**src/sv/ddo_pkg.sv**
```systemverilog
// Shared widths, register indexes, reset values, rotation constants and arithmetic
// helpers for the differential drive odometry block. No dependencies.
package ddo_pkg;

  localparam int CFG_W = 24;
  localparam int CFG_IDX_W = 2;
  localparam int CNT_W = 32;
  localparam int US_W = 20;
  localparam int OUT_W = 32;

  localparam logic [CFG_IDX_W-1:0] REG_DIST_PER_TICK = 2'd0;
  localparam logic [CFG_IDX_W-1:0] REG_INV_TRACK = 2'd1;

  localparam logic [CFG_W-1:0] DIST_PER_TICK_RST = 24'd281018;
  localparam logic [CFG_W-1:0] INV_TRACK_RST = 24'd91022;

  localparam int CORDIC_STEPS_DEF = 16;
  localparam int CORDIC_MAX = 30;
  localparam int STEP_W = 5;

  // Product register width, operand magnitude width, multiplier operand width.
  localparam int PW = 72;
  localparam int AW = 40;
  localparam int BW = 32;
  // Angle datapath width of the rotation unit.
  localparam int CW = 34;

  localparam int DIV_BITS = 52;
  localparam int DIV_CNT_W = 6;
  localparam logic [20:0] MICROS = 21'd1000000;
  localparam logic [DIV_BITS-1:0] HALF_MICROS = 52'd500000;

  localparam logic signed [CW-1:0] CORDIC_GAIN = 34'sd652032875;
  localparam logic [BW-1:0] BAM_PER_RAD = 32'd683565276;

  function automatic logic signed [CW-1:0] atan_bam(input logic [STEP_W-1:0] i);
    logic signed [CW-1:0] a;
    case (i)
      5'd0: a = 34'sd536870912;
      5'd1: a = 34'sd316933406;
      5'd2: a = 34'sd167458908;
      5'd3: a = 34'sd85004756;
      5'd4: a = 34'sd42667331;
      5'd5: a = 34'sd21354465;
      5'd6: a = 34'sd10679838;
      5'd7: a = 34'sd5340245;
      5'd8: a = 34'sd2670163;
      5'd9: a = 34'sd1335087;
      5'd10: a = 34'sd667544;
      5'd11: a = 34'sd333772;
      5'd12: a = 34'sd166886;
      5'd13: a = 34'sd83443;
      5'd14: a = 34'sd41722;
      5'd15: a = 34'sd20861;
      5'd16: a = 34'sd10430;
      5'd17: a = 34'sd5215;
      5'd18: a = 34'sd2608;
      5'd19: a = 34'sd1304;
      5'd20: a = 34'sd652;
      5'd21: a = 34'sd326;
      5'd22: a = 34'sd163;
      5'd23: a = 34'sd81;
      5'd24: a = 34'sd41;
      5'd25: a = 34'sd20;
      5'd26: a = 34'sd10;
      5'd27: a = 34'sd5;
      5'd28: a = 34'sd3;
      5'd29: a = 34'sd1;
      default: a = '0;
    endcase
    return a;
  endfunction

  function automatic logic [AW-1:0] mag(input logic signed [AW-1:0] v);
    logic [AW-1:0] m;
    m = v[AW-1] ? AW'(-v) : AW'(v);
    return m;
  endfunction

  function automatic logic signed [OUT_W-1:0] sat32(input logic signed [PW-1:0] v);
    logic signed [OUT_W-1:0] r;
    if (v > $signed(PW'(64'sh7FFFFFFF))) begin
      r = 32'sh7FFFFFFF;
    end else if (v < -$signed(PW'(64'h80000000))) begin
      r = 32'sh80000000;
    end else begin
      r = v[OUT_W-1:0];
    end
    return r;
  endfunction

endpackage

```
**src/sv/differential_drive_odometry.sv**
```systemverilog
// Differential drive odometry: top level with the serial multiplier, divider,
// rotation unit and the sequencer that runs them. Depends on ddo_pkg.
//
// One word is taken at a time; in_stall stays high until its result has been
// written to the output register, which then holds it while the next word is
// worked on. The default is 16 rotations. There are eight shift-add
// multiplies, each after a load step. They retire one multiplier bit per
// cycle and stop once the remaining bits are zero (24, 24, 24, 20, 31, 31, 20
// and 30 bits at most). A restoring division by one million follows the fourth
// and the seventh multiply; the first division is followed by CORDIC_STEPS
// rotation steps (at most 30), and the output step comes after the last
// multiply. All multiplies share the single 72-bit product register.
// Configuration is always ready.
module differential_drive_odometry
  import ddo_pkg::*;
#(
  parameter int CORDIC_STEPS = CORDIC_STEPS_DEF
) (
  input  logic                        clk,
  input  logic                        rst,
  input  logic                        cfg_valid,
  output logic                        cfg_ready,
  input  logic [CFG_IDX_W-1:0]        cfg_index,
  input  logic [CFG_W-1:0]            cfg_data,
  input  logic                        in_valid,
  output logic                        in_stall,
  input  logic signed [CNT_W-1:0]     left_count,
  input  logic signed [CNT_W-1:0]     right_count,
  input  logic [US_W-1:0]             elapsed_us,
  output logic                        out_valid,
  input  logic                        out_stall,
  output logic signed [OUT_W-1:0]     pos_x,
  output logic signed [OUT_W-1:0]     pos_y,
  output logic [OUT_W-1:0]            heading,
  output logic signed [OUT_W-1:0]     forward_rate,
  output logic signed [OUT_W-1:0]     turn_rate
);

  localparam int STEPS_EFF = (CORDIC_STEPS > CORDIC_MAX) ? CORDIC_MAX : CORDIC_STEPS;

  localparam logic [2:0] ST_IDLE = 3'd0;
  localparam logic [2:0] ST_LOAD = 3'd1;
  localparam logic [2:0] ST_MUL  = 3'd2;
  localparam logic [2:0] ST_DIV  = 3'd3;
  localparam logic [2:0] ST_CORD = 3'd4;
  localparam logic [2:0] ST_OUT  = 3'd5;

  localparam logic [2:0] PH_SUM    = 3'd0;
  localparam logic [2:0] PH_DIFF   = 3'd1;
  localparam logic [2:0] PH_TURN   = 3'd2;
  localparam logic [2:0] PH_FWDUS  = 3'd3;
  localparam logic [2:0] PH_DX     = 3'd4;
  localparam logic [2:0] PH_DY     = 3'd5;
  localparam logic [2:0] PH_TURNUS = 3'd6;
  localparam logic [2:0] PH_DTH    = 3'd7;

  localparam logic signed [PW-1:0] RND8  = 72'sd128;
  localparam logic signed [PW-1:0] RND9  = 72'sd256;
  localparam logic signed [PW-1:0] RND16 = 72'sd32768;
  localparam logic signed [PW-1:0] RND30 = 72'sd536870912;

  logic [2:0] state;
  logic [2:0] phase;

  logic [CFG_W-1:0] dist_per_tick;
  logic [CFG_W-1:0] inv_track;
  logic [CNT_W-1:0] prev_left;
  logic [CNT_W-1:0] prev_right;
  logic [OUT_W-1:0] acc_x;
  logic [OUT_W-1:0] acc_y;
  logic [OUT_W-1:0] acc_heading;
  logic             first_sample;

  logic signed [CNT_W:0]   sum;
  logic signed [CNT_W:0]   diff;
  logic [US_W-1:0]         us;
  logic signed [OUT_W-1:0] fwd;
  logic signed [OUT_W-1:0] dq;
  logic signed [OUT_W-1:0] turn;
  logic signed [CW-1:0]    travel;
  logic signed [CW-1:0]    rad;

  logic [PW-1:0] mul_a;
  logic [BW-1:0] mul_b;
  logic [PW-1:0] prod;
  logic          mul_neg;

  logic [DIV_BITS-1:0]  dreg;
  logic [19:0]          rem;
  logic [DIV_CNT_W-1:0] dcnt;

  logic signed [CW-1:0] cx;
  logic signed [CW-1:0] cy;
  logic signed [CW-1:0] cz;
  logic                 cflip;
  logic [STEP_W-1:0]    cstep;

  logic signed [AW-1:0] ld_a;
  logic signed [AW-1:0] ld_b;
  logic signed [CW-1:0] cos_v;
  logic signed [CW-1:0] sin_v;
  logic signed [PW-1:0] prod_s;
  logic signed [PW-1:0] r8;
  logic signed [PW-1:0] r9;
  logic signed [PW-1:0] r16;
  logic signed [PW-1:0] r30;
  logic [20:0]          r2;
  logic signed [CW-1:0] quot_s;
  logic signed [CW-1:0] z0;
  logic signed [CW-1:0] xs;
  logic signed [CW-1:0] ys;
  logic signed [CNT_W-1:0] dl;
  logic signed [CNT_W-1:0] dr;

  assign cfg_ready = 1'b1;
  assign in_stall = (state != ST_IDLE);

  assign dl = first_sample ? '0 : $signed(left_count - prev_left);
  assign dr = first_sample ? '0 : $signed(right_count - prev_right);

  assign cos_v = cflip ? -cx : cx;
  assign sin_v = cflip ? -cy : cy;

  always_comb begin
    unique case (phase)
      PH_SUM: begin
        ld_a = AW'(sum);
        ld_b = AW'($signed({1'b0, dist_per_tick}));
      end
      PH_DIFF: begin
        ld_a = AW'(diff);
        ld_b = AW'($signed({1'b0, dist_per_tick}));
      end
      PH_TURN: begin
        ld_a = AW'(dq);
        ld_b = AW'($signed({1'b0, inv_track}));
      end
      PH_FWDUS: begin
        ld_a = AW'(fwd);
        ld_b = AW'($signed({1'b0, us}));
      end
      PH_DX: begin
        ld_a = AW'(travel);
        ld_b = AW'(cos_v);
      end
      PH_DY: begin
        ld_a = AW'(travel);
        ld_b = AW'(sin_v);
      end
      PH_TURNUS: begin
        ld_a = AW'(turn);
        ld_b = AW'($signed({1'b0, us}));
      end
      default: begin
        ld_a = AW'(rad);
        ld_b = AW'($signed({1'b0, BAM_PER_RAD}));
      end
    endcase
  end

  assign prod_s = mul_neg ? -$signed(prod) : $signed(prod);
  assign r8  = (prod_s + RND8) >>> 8;
  assign r9  = (prod_s + RND9) >>> 9;
  assign r16 = (prod_s + RND16) >>> 16;
  assign r30 = (prod_s + RND30) >>> 30;

  assign r2 = {rem, dreg[DIV_BITS-1]};
  assign quot_s = mul_neg ? -$signed(CW'(dreg)) : $signed(CW'(dreg));

  assign z0 = CW'($signed(acc_heading));
  assign xs = cx >>> cstep;
  assign ys = cy >>> cstep;

  always_ff @(posedge clk) begin
    if (rst) begin
      state <= ST_IDLE;
      phase <= PH_SUM;
      dist_per_tick <= DIST_PER_TICK_RST;
      inv_track <= INV_TRACK_RST;
      prev_left <= '0;
      prev_right <= '0;
      acc_x <= '0;
      acc_y <= '0;
      acc_heading <= '0;
      first_sample <= 1'b1;
      out_valid <= 1'b0;
    end else begin
      if (cfg_valid && cfg_ready) begin
        unique case (cfg_index)
          REG_DIST_PER_TICK: dist_per_tick <= cfg_data;
          REG_INV_TRACK: inv_track <= cfg_data;
          default: ;
        endcase
      end
      if (out_valid && !out_stall && state != ST_OUT) begin
        out_valid <= 1'b0;
      end
      unique case (state)
        ST_IDLE: begin
          if (in_valid) begin
            sum <= (CNT_W+1)'(dl) + (CNT_W+1)'(dr);
            diff <= (CNT_W+1)'(dl) - (CNT_W+1)'(dr);
            us <= elapsed_us;
            prev_left <= left_count;
            prev_right <= right_count;
            first_sample <= 1'b0;
            phase <= PH_SUM;
            state <= ST_LOAD;
          end
        end
        ST_LOAD: begin
          mul_a <= PW'(mag(ld_a));
          mul_b <= BW'(mag(ld_b));
          mul_neg <= ld_a[AW-1] ^ ld_b[AW-1];
          prod <= '0;
          state <= ST_MUL;
        end
        ST_MUL: begin
          if (mul_b != '0) begin
            if (mul_b[0]) begin
              prod <= prod + mul_a;
            end
            mul_a <= mul_a << 1;
            mul_b <= mul_b >> 1;
          end else begin
            case (phase)
              PH_SUM: begin
                fwd <= sat32(r9);
                phase <= PH_DIFF;
                state <= ST_LOAD;
              end
              PH_DIFF: begin
                dq <= sat32(r8);
                phase <= PH_TURN;
                state <= ST_LOAD;
              end
              PH_TURN: begin
                turn <= sat32(r16);
                phase <= PH_FWDUS;
                state <= ST_LOAD;
              end
              PH_DX: begin
                acc_x <= acc_x + r30[OUT_W-1:0];
                phase <= PH_DY;
                state <= ST_LOAD;
              end
              PH_DY: begin
                acc_y <= acc_y + r30[OUT_W-1:0];
                phase <= PH_TURNUS;
                state <= ST_LOAD;
              end
              PH_DTH: begin
                acc_heading <= acc_heading + r16[OUT_W-1:0];
                state <= ST_OUT;
              end
              default: begin
                dreg <= prod[DIV_BITS-1:0] + HALF_MICROS;
                rem <= '0;
                dcnt <= '0;
                state <= ST_DIV;
              end
            endcase
          end
        end
        ST_DIV: begin
          if (dcnt == DIV_CNT_W'(DIV_BITS)) begin
            if (phase == PH_FWDUS) begin
              travel <= quot_s;
              if (z0 > $signed(CW'(34'sd1073741824))) begin
                cz <= z0 - $signed(CW'(34'sd2147483648));
                cflip <= 1'b1;
              end else if (z0 < -$signed(CW'(34'sd1073741824))) begin
                cz <= z0 + $signed(CW'(34'sd2147483648));
                cflip <= 1'b1;
              end else begin
                cz <= z0;
                cflip <= 1'b0;
              end
              cx <= CORDIC_GAIN;
              cy <= '0;
              cstep <= '0;
              state <= ST_CORD;
            end else begin
              rad <= quot_s;
              phase <= PH_DTH;
              state <= ST_LOAD;
            end
          end else begin
            if (r2 >= MICROS) begin
              rem <= 20'(r2 - MICROS);
              dreg <= {dreg[DIV_BITS-2:0], 1'b1};
            end else begin
              rem <= r2[19:0];
              dreg <= {dreg[DIV_BITS-2:0], 1'b0};
            end
            dcnt <= dcnt + 1'b1;
          end
        end
        ST_CORD: begin
          if (!cz[CW-1]) begin
            cx <= cx - ys;
            cy <= cy + xs;
            cz <= cz - atan_bam(cstep);
          end else begin
            cx <= cx + ys;
            cy <= cy - xs;
            cz <= cz + atan_bam(cstep);
          end
          cstep <= cstep + 1'b1;
          if (cstep == STEP_W'(STEPS_EFF - 1)) begin
            phase <= PH_DX;
            state <= ST_LOAD;
          end
        end
        ST_OUT: begin
          if (!out_valid || !out_stall) begin
            pos_x <= acc_x;
            pos_y <= acc_y;
            heading <= acc_heading;
            forward_rate <= fwd;
            turn_rate <= turn;
            out_valid <= 1'b1;
            state <= ST_IDLE;
          end
        end
        default: state <= ST_IDLE;
      endcase
    end
  end

`ifndef NO_ASSERTIONS
  a_accept_busy: assert property (@(posedge clk) disable iff (rst)
    in_valid && !in_stall |=> in_stall)
    else $error("sequencer did not leave idle after taking a word");
  a_result_source: assert property (@(posedge clk) disable iff (rst)
    $rose(out_valid) |-> $past(state) == ST_OUT)
    else $error("result word raised outside the output step");
  a_cordic_bound: assert property (@(posedge clk) disable iff (rst)
    state == ST_CORD |-> cstep < STEP_W'(STEPS_EFF))
    else $error("rotation step count ran past its limit");
`endif

endmodule

```
**config.mk**
```make
export PLATFORM = sky130hd
export DESIGN_NAME = differential_drive_odometry
export DESIGN_NICKNAME = d
export VERILOG_FILES = /design/src/sv/ddo_pkg.sv /design/src/sv/differential_drive_odometry.sv
export SDC_FILE = /design/constraint.sdc
export NUM_CORES = 2
export LEC_CHECK = 0
export CORE_MARGIN = 2
export CORE_UTILIZATION = 30
export CTS_CLUSTER_SIZE = 25
export DETAILED_ROUTE_END_ITERATION = 16
export DONT_BUFFER_PORTS = 1
export PLACE_DENSITY = 0.53
export SETUP_SLACK_MARGIN = 0.3
export SLEW_MARGIN = 20
export SYNTH_ARGS = -nofsm -noshare
export SYNTH_HDL_FRONTEND = slang
export SYNTH_SLANG_ARGS = --single-unit
```
**constraint.sdc**
```tcl
create_clock -name clk -period 15.43 [get_ports clk]
set_input_delay 0.7715 -clock clk [delete_from_list [all_inputs] [get_ports clk]]
set_output_delay 0.7715 -clock clk [all_outputs]
set_load 0.01 [all_outputs]
```
* Yosys cells after proc, flatten, opt, wreduce, memory -nomap -nowiden
Memories as Yosys holds them, arrays and structs flattened. A register that Yosys moved wholly into a read port is not among the register bits.
Cells that the tools add are included.
Widths: inputs -> output; s select.
** Cells by class
- Add/sub/neg operators :: 30
- Multipliers :: 0
- Divide/modulo/power cells :: 0
- Order comparisons :: 9
- Eq/ne operators :: 28
- Shift operators :: 2
- Mux-type cells :: 78
- Bitwise logic cells :: 4
- Reductions and logical operators :: 39
** Operators with widths (number)
- $mux 34 :: 20
- $mux 72 :: 4
- $pmux 72 s2 :: 2
- $pmux 40 s6 :: 1
- $mux 32 :: 7
- $pmux 34 s2 :: 3
- $pmux 40 s5 :: 1
- $mux 52 :: 3
- $pmux 52 s2 :: 1
- $add 34x34->34 :: 3
- $neg 34->34 :: 3
- $sub 34x34->34 :: 3
- $add 32x32->32 :: 3
- $mux 20 :: 4
- $add 72x10->72 const B :: 1
- $add 72x17->72 const B :: 1
- $add 72x72->72 :: 1
- $add 72x9->72 const B :: 1
- $neg 72->72 :: 1
- $sshr 34x5->34 :: 2
- $gt 64x32->1 const B :: 1
- $lt 64x32->1 const B :: 1
- $pmux 32 s2 :: 1
- $sub 32x32->32 :: 2
- other kinds (58) :: 120
** Word-level totals
- Bits in registers :: 989
- Bits in latches :: 0
- RAM bits :: 0
- ROM bits :: 1920
- Input port bits :: 115
- Output and inout port bits :: 163
- Logic and storage cells :: 228
- Memories kept :: 2
** Memory list
- (name not given) :: depth 32, width 30, read ports 1, clocked after memory_dff 1, wr ports 0, line ddo_pkg.sv:38 : case (i)
- (name not given) :: depth 32, width 30, read ports 1, clocked after memory_dff 1, wr ports 0, line ddo_pkg.sv:38

* Logic depth before layout (Yosys ltp)
- Depth in word-level cells :: 6
- Gate-level depth with buffers :: 31
- Depth with buffers taken out :: 27

* Worst setup path before layout
OpenSTA, ideal clock, no wires.
- Path type :: input to register
- Start point :: input port rst
- End point :: register forward_rate[0], enable pin
- Library setup time :: 908 ps
- Data arrival time :: 12790 ps
- Data required time :: 14522 ps
- Path slack :: 1732 ps
- Cell stages on the path :: 3
- Buffers on the path :: 2
- Path through :: clkbuf_1 > clkbuf_1 > nor3b_1
** On the way
- Word-level cells in the longest chain between the ends :: 2
** RTL lines
- start: declaration :: line differential_drive_odometry.sv:20 : input logic rst,
- $not 1->1 (no line)
- $reduce_and 3->1 (no line)
- end signal: assignment :: line differential_drive_odometry.sv:320 : forward_rate <= fwd;
- end: declaration :: line differential_drive_odometry.sv:35 : output logic signed [OUT_W-1:0] forward_rate,
No other way between the ends.
A chain may end at the register's enable or synchronous reset.

* Final worst setup path
- Start point :: register prod[8]
- End point :: register acc_y[31]
** On the way
- Word-level cells in the longest chain between the ends :: 4
** RTL lines
- start: declaration :: line differential_drive_odometry.sv:85 : logic [PW-1:0] prod;
- start signal: assignment :: line differential_drive_odometry.sv:221 : prod <= prod + mul_a;
- $neg 72->72 :: line differential_drive_odometry.sv:161 : assign prod_s = mul_neg ? -$signed(prod) : $signed(prod);
- $mux 72 * :: line differential_drive_odometry.sv:161
- $add 62x31->62 * :: line differential_drive_odometry.sv:165 : assign r30 = (prod_s + RND30) >>> 30;
- $add 32x32->32 * :: line differential_drive_odometry.sv:248 : acc_y <= acc_y + r30[OUT_W-1:0];
- end signal: assignment :: line differential_drive_odometry.sv:248
- end: declaration :: line differential_drive_odometry.sv:70 : logic [OUT_W-1:0] acc_y;
Every way passes the cells marked *; elsewhere a longest branch is shown, timed or not.

==> metrics.md <==
| Metric | Value |
|---|---|
| Global-route usage over all layers | `0.215` |
| TritonCTS Buffers | `120` |
| Number of warnings printed during yosys synthesis | `0` |
| Post-CTS Setup Bufs | `0` |
| Remaining design rule violation count | `0` |
| Pin count of the biggest net entering global routing | `232` |
| DRC marker count from the first detailed-route iteration | `6053` |
| Antenna violations before repair | `24` |
| Top-Level Pins | `278` |
| Highest achievable clock rate | `0.115 GHz` |
| Status | `completed` |
| Fin worst setup slack | `6.74 ns` |
| Effective utilization at floorplan | `0.301` |
| Pwr dens | `157 nW/µm²` |
| Weighted congestion reported at the end of routability-driven placement | `0.984` |
| Power Total | `13.2 mW` |
| Overall via count from detail_route | `65200` |
| Final total negative setup slack | `0 ns` |
| Post-layout minimum cycle time | `8.69 ns` |
| Post-synthesis sequential area ratio | `0.372` |
| Total nets after synthesis | `9031` |
| Number of enable-type register cells in the synthesized netlist | `772` |
| Root buffer selected by CTS | `clkbuf_16` |
| Port Buf Inserts | `0` |
| Via count of the first global-routing pass | `62200` |
| CP required | `16.15 ns` |
| Nature of the critical path startpoint | `register` |
| Main synth FF type | `edfxtp_1` |
| NumNets Final | `8841` |
| Setup Slack @ Placement | `6.89 ns` |
| Most frequent cells in the layout | `964 x nand2_1, 772 x edfxtp_1, 752 x nor2_1` |
| Max-slew violations | `0` |
| First-pass iteration count of the detailed router | `6` |
| Path category of the worst min-delay check | `primary input to register` |
| Total grt overflow | `0` |
| Setup repair after global routing missed its margin | `no` |
| Clock Latency Late Sink | `0.83 ns` |
| DR WL/cell | `24.4 µm` |
| Syn Std Cell Area | `75600 µm²` |
| Post-detailed-routing wire length | `288000 µm` |
| Leading cell type in the layout, fill and taps excluded | `nand2_1` |
| Number of core rows | `184` |
| Count of endpoints failing hold in the final timing report | `0` |
| Number of cells upsized or downsized after cts | `0` |
| Leakage power figure | `29.7 nW` |
| Number of sinks driven by the clock tree | `1018` |
| Post-route clock skew | `0.0674 ns` |
| Worst slew margin relative to its limit | `0.189` |
| Count of max-cap constraint violations | `0` |
| Clock edge transition at the registers on the reported setup and hold paths | `0.07 ns` |
| Number of buffers on the longest clock path | `3` |
| Classification of the worst setup path | `register to register` |
| Maximum level of the CTS H-tree | `3` |
| Global-route wire length before repair | `418000 µm` |
| Ratio of final minimum period to clock period | `0.563` |
| Share of flip-flops with an asynchronous set or reset | `0` |
| Maximum resistive drop on vdd | `0.112 mV` |
| Critical path peak fanout | `29` |
| Post-detail-place hpwl | `222000 µm` |
| Post-DRT Antenna Nets | `0` |
| Die outline height | `506 µm` |
| Crit-path cells | `or4_4, or4_4, o41ai_1, xor2_1, inv_1, ha_1, inv_1, a31o_2, nor4_1, xnor2_1, ha_1, o21a_1, o21a_1, a311oi_1, a211oi_1, or4_1, a31oi_1, o21ai_0, or4_1, a31oi_1, a21oi_1, xnor2_1, or3_1, a21oi_1` |
| Width of the die | `506 µm` |
| TritonCTS clock tree | `yes` |
| Synth Area per Inst | `8.91 µm²` |
| Average vias per placed instance | `5.54` |
| Tightest Pin Transition | `1.21 ns` |
| Type of destination of the critical path | `register` |
| Die footprint | `256000 µm²` |
| Area overhead of the layout relative to synthesis | `10.8%` |
| Fraction of final layout cells with drive strength greater than 1 | `0.0780` |
| Slowest-stage cell, CP | `or4_4` |
| Synth Instances | `8489` |
| Largest stage delay, worst path | `0.74 ns` |
| Number of distinct library cell variants in the gate-level netlist after synthesis | `108` |
| CP arrival | `9.41 ns` |
| Core Area | `251000 µm²` |
| Register bit count reported by yosys | `1018` |
| Layout Utilization | `0.334` |
| Setup violators final | `0` |
-- flip-flops by register name, indices dropped and copies added (netlist names), 33 cells and up, named ones only --
register  cells
cy           34
cx           34
sum          33
prod         72
mul_a        72
dreg         52
travel       34
rad          34
cz           34
-- routing by layer --
layer,share of wire,vias up,track usage
met5,0.00034,-,0
li1,-,30600,-
met3,0.059,525,0.0291
met1,0.42,31900,0.274
met2,0.46,2172,0.346
met4,0.068,14,0.133
-- where the power goes --
group | total [mW] | internal, mW | switching (mW)
clock network | 3.14 | 1.81 | 1.32
registers | 3.90 | 3.52 | 0.376
logic | 6.14 | 2.33 | 3.81
-- Yosys cell counts, types with 226 or more instances --
master	number	share of area
a21oi_1	666	0.044
clkbuf_1	381	0.019
dfxtp_1	246	0.065
edfxtp_1	772	0.31
ha_1	416	0.069
inv_1	265	0.013
nand2_1	966	0.048
nor2_1	761	0.038
nor3_1	226	0.015
o21ai_0	495	0.033
xnor2_1	537	0.062
xor2_1	321	0.037
-- timing repair --
| action | CTS | global route |
|---|---|---|
| endpoints found under the setup margin | 0 | 0 |
| hold endpoints to repair | 14 | 0 |
| hold buffers | 14 | 0 |
-- critical path, delay by kind of cell, from the launching register on --
family	cells	cell delay, ns
AOI/OAI and AO/OA	11	2.94
xor gates and xnor gates	3	0.75
adders and majority gates	2	0.67
buffers and inverters	2	0.24
DFF	1	0.56
and+or+nand+nor	6	3.39
-- metrics by stage --
stage	cell area, µm²	std cells	hold WS, ns
after detailed placement	79300	11500	0.438
after CTS	83800	11800	0.000712
after global placement	79300	11500	0.436
after floorplan	75600	8489	0.417
after global routing	83800	11800	0.0550
final	83800	11800	0.0850
-- logic make-up after synthesis --
group           count (synthesis)  share of synthesized area
flops                        1018                      0.372
simple gates                 3097                      0.198
xor+xnor                      859                     0.0997
other cells                     1                  0.0000496
buf+inv                       729                     0.0373
fa+ha+maj                     427                     0.0717
mux                           194                     0.0411
compound gates               2164                      0.181
-- area by class of cell --
| type | instances | area (µm²) |
|---|---|---|
| Antenna cell | 20 | 50.0 |
| Clock buffer | 150 | 3300 |
| Clock inverter | 80 | 1010 |
| Fill cell | 25800 | 167000 |
| Inverter | 268 | 1010 |
| Multi-Input combinational cell | 6742 | 45000 |
| Sequential cell | 1018 | 28100 |
| Tap cell | 3348 | 4190 |
| Timing Repair Buffer | 149 | 1180 |
-- worst paths after layout --
| kind | from | to | slack [ns] | cells after the start |
|---|---|---|---|---|
| worst max-delay path | prod[8] | acc_y[31] | 6.74 | 24 |
| worst min-delay path | left_count[30] | prev_left[30] | 0.09 | 2 |
| worst max register to register | prod[8] | acc_y[31] | 6.74 | 24 |
| worst min register to register | inv_track[0] | inv_track[0] | 0.45 | 2 |
No activity file was read; power rests on OpenSTA's default activity.
